`src/design/cppc_pkg.sv`:
```
// Shared types, constants and fixed-point helpers for the Cartesian pose PID.
// Used by cppc_ctrl, cppc_datapath and cartesian_pose_pid_controller.
`default_nettype none
package cppc_pkg;

  localparam int FRAC = 16;
  localparam int DW   = 32;
  localparam int PW   = 50;   // product after the Q shift
  localparam int AW   = 56;   // accumulator width
  localparam int NCFG = 8;

  localparam logic [30:0] SUM_LIMIT_LINEAR  = 31'd6553600;
  localparam logic [30:0] SUM_LIMIT_ANGULAR = 31'd6553600;

  localparam logic [2:0] CFG_KP_LIN  = 3'd0;
  localparam logic [2:0] CFG_KI_LIN  = 3'd1;
  localparam logic [2:0] CFG_KD_LIN  = 3'd2;
  localparam logic [2:0] CFG_KP_ANG  = 3'd3;
  localparam logic [2:0] CFG_KI_ANG  = 3'd4;
  localparam logic [2:0] CFG_KD_ANG  = 3'd5;
  localparam logic [2:0] CFG_LIM_LIN = 3'd6;
  localparam logic [2:0] CFG_LIM_ANG = 3'd7;

  typedef enum logic [1:0] {
    OP_TARGET   = 2'd0,
    OP_FEEDBACK = 2'd1,
    OP_ABORT    = 2'd2,
    OP_TICK     = 2'd3
  } op_t;

  typedef enum logic [1:0] {
    MS_QUAT  = 2'd0,
    MS_CROSS = 2'd1,
    MS_GAIN  = 2'd2
  } msrc_t;

  typedef struct packed {
    logic       capture;
    logic       abort;
    logic       mul_en;
    msrc_t      msrc;
    logic [3:0] qidx;
    logic       t_wr;
    logic       rot_wr;
    logic       to_goal;
    logic       acc_clr;
    logic [1:0] col;
    logic [1:0] comp;
    logic       term;
    logic       x_acc;
    logic       err_wr;
    logic [2:0] axis;
    logic [1:0] gterm;
    logic       ax_set;
    logic       g_acc;
    logic       vel_wr;
    logic       out_wr;
  } cppc_cmd_t;

  function automatic logic signed [DW-1:0] sat32(input logic signed [AW-1:0] v);
    logic signed [AW-1:0] hi;
    logic signed [AW-1:0] lo;
    hi = AW'(64'sd2147483647);
    lo = -AW'(64'sd2147483648);
    if (v > hi) return 32'sh7fffffff;
    else if (v < lo) return 32'sh80000000;
    else return v[DW-1:0];
  endfunction

  function automatic logic signed [AW-1:0] clampsym(input logic signed [AW-1:0] v,
                                                    input logic [30:0] lim);
    logic signed [AW-1:0] l;
    l = $signed({{(AW-31){1'b0}}, lim});
    if (v > l) return l;
    else if (v < -l) return -l;
    else return v;
  endfunction

endpackage
`default_nettype wire

```
`src/design/cppc_ctrl.sv`:
```
// Controller: sequences pose loads and control ticks over the shared multiplier.
// Depends on cppc_pkg; drives cppc_datapath through cppc_cmd_t.
`default_nettype none
module cppc_ctrl
  import cppc_pkg::*;
(
  input  logic       clk,
  input  logic       rst,
  input  logic       in_valid,
  output logic       in_ready,
  input  logic [1:0] op,
  input  logic       frame_ok,
  output logic       out_valid,
  input  logic       out_ready,
  output cppc_cmd_t  cmd
);

  typedef enum logic [3:0] {
    S_IDLE, S_QMUL, S_QACC, S_ROTWR, S_XMUL, S_XACC, S_ERRWR,
    S_AXSET, S_GMUL, S_GACC, S_VOUT, S_PUB
  } state_t;

  state_t     state;
  op_t        opc;
  logic       goal_valid;
  logic       meas_valid;
  logic       to_goal;
  logic [3:0] qidx;
  logic [1:0] col;
  logic [1:0] comp;
  logic       term;
  logic [2:0] axis;
  logic [1:0] gterm;
  logic       accept;
  logic       out_free;

  assign opc      = op_t'(op);
  assign in_ready = (state == S_IDLE);
  assign accept   = in_valid && in_ready;
  assign out_free = !out_valid || out_ready;

  always_comb begin
    cmd         = '0;
    cmd.qidx    = qidx;
    cmd.col     = col;
    cmd.comp    = comp;
    cmd.term    = term;
    cmd.axis    = axis;
    cmd.gterm   = gterm;
    cmd.to_goal = to_goal;
    cmd.capture = accept && frame_ok && (opc == OP_TARGET || opc == OP_FEEDBACK);
    cmd.abort   = accept && (opc == OP_ABORT);
    cmd.acc_clr = accept && (opc == OP_TICK);
    cmd.mul_en  = (state == S_QMUL) || (state == S_XMUL) || (state == S_GMUL);
    cmd.msrc    = (state == S_XMUL) ? MS_CROSS : (state == S_GMUL) ? MS_GAIN : MS_QUAT;
    cmd.t_wr    = (state == S_QACC);
    cmd.rot_wr  = (state == S_ROTWR);
    cmd.x_acc   = (state == S_XACC);
    cmd.err_wr  = (state == S_ERRWR);
    cmd.ax_set  = (state == S_AXSET);
    cmd.g_acc   = (state == S_GACC);
    cmd.vel_wr  = (state == S_VOUT);
    cmd.out_wr  = (state == S_PUB) && out_free;
  end

  always_ff @(posedge clk) begin
    if (rst) begin
      state      <= S_IDLE;
      goal_valid <= 1'b0;
      meas_valid <= 1'b0;
      to_goal    <= 1'b0;
      out_valid  <= 1'b0;
      qidx       <= '0;
      col        <= '0;
      comp       <= '0;
      term       <= 1'b0;
      axis       <= '0;
      gterm      <= '0;
    end else begin
      if (out_valid && out_ready && state != S_PUB) out_valid <= 1'b0;
      unique case (state)
        S_IDLE: begin
          if (accept) begin
            qidx <= '0;
            col  <= '0;
            comp <= '0;
            term <= 1'b0;
            unique case (opc)
              OP_TARGET: begin
                if (frame_ok) begin
                  to_goal <= 1'b1;
                  state   <= S_QMUL;
                end
              end
              OP_FEEDBACK: begin
                if (frame_ok) begin
                  to_goal <= 1'b0;
                  state   <= S_QMUL;
                end else begin
                  meas_valid <= 1'b0;
                end
              end
              OP_ABORT: goal_valid <= 1'b0;
              default: begin
                if (goal_valid && meas_valid) state <= S_XMUL;
              end
            endcase
          end
        end
        S_QMUL: state <= S_QACC;
        S_QACC: begin
          if (qidx == 4'd8) begin
            state <= S_ROTWR;
          end else begin
            qidx  <= qidx + 4'd1;
            state <= S_QMUL;
          end
        end
        S_ROTWR: begin
          if (to_goal) goal_valid <= 1'b1;
          else meas_valid <= 1'b1;
          state <= S_IDLE;
        end
        S_XMUL: state <= S_XACC;
        S_XACC: begin
          state <= S_XMUL;
          if (!term) begin
            term <= 1'b1;
          end else begin
            term <= 1'b0;
            if (comp != 2'd2) begin
              comp <= comp + 2'd1;
            end else begin
              comp <= '0;
              if (col != 2'd2) begin
                col <= col + 2'd1;
              end else begin
                state <= S_ERRWR;
              end
            end
          end
        end
        S_ERRWR: begin
          axis  <= '0;
          state <= S_AXSET;
        end
        S_AXSET: begin
          gterm <= '0;
          state <= S_GMUL;
        end
        S_GMUL: state <= S_GACC;
        S_GACC: begin
          if (gterm == 2'd2) begin
            state <= S_VOUT;
          end else begin
            gterm <= gterm + 2'd1;
            state <= S_GMUL;
          end
        end
        S_VOUT: begin
          if (axis == 3'd5) begin
            state <= S_PUB;
          end else begin
            axis  <= axis + 3'd1;
            state <= S_AXSET;
          end
        end
        S_PUB: begin
          if (out_free) begin
            out_valid <= 1'b1;
            state     <= S_IDLE;
          end
        end
        default: state <= S_IDLE;
      endcase
    end
  end

  a_out_wr_free: assert property (@(posedge clk) disable iff (rst)
    cmd.out_wr |-> (!out_valid || out_ready))
    else $error("result overwritten before taken");

  a_rot_after_load: assert property (@(posedge clk) disable iff (rst)
    cmd.rot_wr |-> ($past(state) == S_QACC && $past(qidx) == 4'd8))
    else $error("rotation written before all products");

  a_out_after_rst: assert property (@(posedge clk)
    rst |=> !out_valid)
    else $error("result valid after reset");

  a_busy_no_ready: assert property (@(posedge clk) disable iff (rst)
    (cmd.mul_en || cmd.ax_set) |-> !in_ready)
    else $error("request taken while busy");

endmodule
`default_nettype wire

```
`config.mk`:
```
export PLATFORM = sky130hd
export DESIGN_NAME = cppc_ctrl
export DESIGN_NICKNAME = d
export VERILOG_FILES = /design/src/design/cppc_pkg.sv /design/src/design/cppc_ctrl.sv
export SDC_FILE = /design/constraint.sdc
export NUM_CORES = 1
export LEC_CHECK = 0
export ABC_AREA = 1
export BUFFER_PORTS_ARGS = -buffer_cell sky130_fd_sc_hd__buf_4
export CAP_MARGIN = 20
export CORE_ASPECT_RATIO = 0.9
export CORE_MARGIN = 3
export CORE_UTILIZATION = 55
export CTS_BUF_LIST = sky130_fd_sc_hd__clkbuf_16
export DETAILED_ROUTE_END_ITERATION = 10
export PLACE_DENSITY = 0.91
export SYNTH_ARGS = -nofsm -noshare
export SYNTH_HDL_FRONTEND = slang
export SYNTH_SLANG_ARGS = --single-unit
```
`constraint.sdc`:
```
create_clock -name clk -period 3.5 [get_ports clk]
set_input_delay 0.35 -clock clk [delete_from_list [all_inputs] [get_ports clk]]
set_output_delay 0.35 -clock clk [all_outputs]
set_load 0.03 [all_outputs]
```
==> run summary <==
The tools report the first element of the critical path as state[3]$_SDFFE_PP0P_. For the worst setup path, the data required time is 3150 ps. Setup violations remaining at the end of the flow were counted as 0. For this configuration, the core starts out at a cell density of 60.29%.

The overall overflow remaining after global route is 0. The longest clock path from root to sink contains 2 buffers. The startpoint identified for the worst hold timing path is op[0]. The maximum single-stage delay on the critical path was 480 ps. The logs give 261 for the post-layout net count and 73.67% for the relative slew slack. Die outline height: 53.24 um. STA classifies the critical path endpoint as a primary output. The path type of the worst min-delay path was in -> reg. In the routed design, unresolved DRC markers number 0. The core region is 2262 um2.

The count of boundary I/O pins was 38. After clock tree synthesis, the flow added hold-fix buffers numbering 0. Entering global routing, the biggest net connects 14 pins. The post-synthesis cell area is 1364 um2. The number of vias per cell after detailed routing came out at 5.226. Dividing the synthesized area by the synthesized cell count gives 6.494 um2. Along the worst hold path, the cell count comes to 2. For the worst flop-to-flop path, the logic depth is 8.

For the worst-skew pair, the clock arrives at the later sink with an insertion delay of 260 ps. The tools report the total nets after synthesis as 223. Synthesis produced 210 cells. The floorplan die width was 58.49 um. Dividing the detail-routed wire length by the instance count gives 12.56 um. The tools report the number of filler instances in the final layout as 181. The area growth from synthesis to layout is 28.62%. In this run, post-CTS repair resized a total of 0 instances.

The flow ran to the end, and the final reports show no timing, DRC or antenna violations. The reg-to-reg setup timing slack is 1950 ps, and the final number of max-transition violations is 0. Data on the critical path arrives at its endpoint at 1500 ps. The top cell types in the final layout, fill and taps aside, are 49 x sky130_fd_sc_hd__nand2_1, 37 x sky130_fd_sc_hd__buf_4, 30 x sky130_fd_sc_hd__nor2_1, 29 x sky130_fd_sc_hd__inv_1, 22 x sky130_fd_sc_hd__dfxtp_1.

The total routing resource utilization after global routing was 24.55%; the share of cells above drive strength 1 was 24.29%. The library cell used most frequently in the layout, excluding fill and tap cells, is sky130_fd_sc_hd__nand2_1. In this run the critical register-to-register path is launched from state[2]$_SDFFE_PP0P_.

In this run the remaining antenna-violating nets after routing total 0. CTS saw 22 sinks. The run gives 0 as the number of antenna violations at the first check in global routing.

The sum of negative setup slack came out at 0 ps. The clock transition at the registers of the reported paths came out at 60 ps. The tools report the sum of routed wire length over all layers as 3.442 mm. The root buffer cell chosen for the clock tree is sky130_fd_sc_hd__clkbuf_16. Once detailed placement completed, the half-perimeter wirelength came to 2.443 mm. The power density relative to cell area came out at 409.0 nW/um2. The final critical path takes up 52.95% of the cycle. Clock period minus worst slack: 1853 ps. Yosys printed 0 warnings. The die covers 3114 um2.

In this run, CTS created clock tree buffers numbering 3. The pre-antenna-repair detailed-routing pass consisted of 5 iterations. The number of global-route vias before repair came out at 1329. For this run, the top clock speed supported by timing is 539.6 MHz.

Along the worst path, the maximum fanout reaches 4. Kind of critical path: reg -> out. The first global-routing pass estimated 5.865 mm of wire.

TritonCTS built the clock tree. In this run the static leakage power is 0.9020 nW. For the vias after detailed routing, the log shows 1432. The tools report the startpoint class of the critical path as a flop.

The sequential cell area fraction in the yosys report came out at 32.29%. The synthesized design contains 22 register bits. The detailed router finished its first iteration with 82 violations.

The count of buffers added on input and output ports is 37. The actual slew at the worst max-slew pin was 394.5 ps; the worst slack at placement was 1950 ps. The deepest level of the CTS H-tree was 1; the number of antenna diodes was 0.

In the post-route analysis, the smallest setup slack over all paths is 1647 ps. Post-CTS timing repair inserted 0 buffers for setup. The tools report the count of final hold-check violations as 0.

Setup repair after global routing left no endpoint under its margin. The slowest stage of the critical path belongs to the cell sky130_fd_sc_hd__dfxtp_1. Across the routed clock network, the largest skew measured is 4.071 ps. The floorplan has 16 rows. After synthesis, the netlist uses 23 different library cells. Max-cap violations in this run came to 0. Traced cell by cell, the critical path runs through inv_2, nand2_1, nor2_1, nor2_1, nand2_1, buf_4.

The final estimated routing congestion in global placement was 0.9615; the peak supply drop was 0.3345 mV.
==> critical path: cells and delay by family, from the launching register on <==
| family | cells | cell delay [ps] |
|---|---|---|
| buffers and inverters | 2 | 270 |
| DFF | 1 | 480 |
| and+or+nand+nor | 4 | 480 |
==> Yosys cell counts <==
| library cell | number | area share [%] |
|---|---|---|
| sky130_fd_sc_hd__a21boi_0 | 1 | 0.55 |
| sky130_fd_sc_hd__a21oi_1 | 13 | 4.8 |
| sky130_fd_sc_hd__a21oi_2 | 1 | 0.64 |
| sky130_fd_sc_hd__a31oi_1 | 1 | 0.46 |
| sky130_fd_sc_hd__buf_4 | 3 | 1.7 |
| sky130_fd_sc_hd__clkbuf_1 | 1 | 0.27 |
| sky130_fd_sc_hd__dfxtp_1 | 22 | 32 |
| sky130_fd_sc_hd__ha_1 | 6 | 5.5 |
| sky130_fd_sc_hd__inv_1 | 29 | 8.0 |
| sky130_fd_sc_hd__inv_2 | 3 | 0.83 |
| sky130_fd_sc_hd__nand2_1 | 49 | 13 |
| sky130_fd_sc_hd__nand2_2 | 5 | 2.3 |
| sky130_fd_sc_hd__nand3_1 | 18 | 6.6 |
| sky130_fd_sc_hd__nand3_2 | 2 | 1.5 |
| sky130_fd_sc_hd__nand4_1 | 2 | 0.92 |
| sky130_fd_sc_hd__nor2_1 | 30 | 8.3 |
| sky130_fd_sc_hd__nor2_2 | 2 | 0.92 |
| sky130_fd_sc_hd__nor2_4 | 5 | 4.1 |
| sky130_fd_sc_hd__nor3_1 | 3 | 1.1 |
| sky130_fd_sc_hd__o211ai_1 | 2 | 1.1 |
| sky130_fd_sc_hd__o21ai_0 | 10 | 3.7 |
| sky130_fd_sc_hd__o21ai_2 | 1 | 0.64 |
| sky130_fd_sc_hd__or2_1 | 1 | 0.46 |
==> registers in the layout, summed over array words and instances (netlist names) <==
register    count
qidx            4
state           4
axis            3
col             2
comp            2
gterm           2
goal_valid      1
meas_valid      1
out_valid       1
term            1
to_goal         1
==> per-stage QoR <==
step / hold WS [ps] / cell area, um2 / util [%] / std cells / power [W]
global placement: 445.5 / 1649 / 72.90 / 270 / 0.0003964
finish: 283.8 / 1754 / 77.54 / 274 / 0.0007174
detailed placement: 453.1 / 1649 / 72.90 / 270 / 0.0003988
floorplan: 421.0 / 1364 / - / 210 / 0.0003615
global route: 301.6 / 1754 / 77.54 / 274 / 0.0007457
CTS: 285.7 / 1754 / 77.54 / 274 / 0.0007173
==> report_power, final <==
part           switching [W]  internal, W
Sequential        0.00000975     0.000260
Clock              0.0000950     0.000227
Combinational      0.0000832    0.0000422
==> layer usage <==
layer / wire, um / global-route usage [%] / up-vias
met5: 0 / 0 / -
met4: 56 / 6.564 / 0
met3: 240 / 6.341 / 8
met2: 1653 / 42.19 / 57
met1: 1492 / 30.16 / 630
li1: - / - / 737
==> final cells by class <==
type	instances	area [um2]	share of cell area, %
Clock buffer	3	75.07	4.280
Clock inverter	1	30.03	1.712
Inverter	32	120.1	6.847
Multi-Input combinational cell	152	777.0	44.29
Sequential cell	22	440.4	25.11
Tap cell	27	33.78	1.926
Timing Repair Buffer	37	277.8	15.83
==> cell families (layout without fill, tap and decap cells) <==
kind of cell | count (synthesis) | in the layout | synth area share [%]
compound gates | 29 | 29 | 11.84
fa+ha+maj | 6 | 6 | 5.504
buf+inv | 36 | 73 | 10.73
flops | 22 | 22 | 32.29
simple gates | 117 | 117 | 39.63
==> path summary, 6_finish.rpt <==
kind                              to
max                          cmd[26]
min             to_goal$_SDFFE_PP0P_
max reg2reg     axis[1]$_SDFFE_PP0P_
min reg2reg  meas_valid$_SDFFE_PP0P_
No activity file was read; power rests on OpenSTA's default activity.
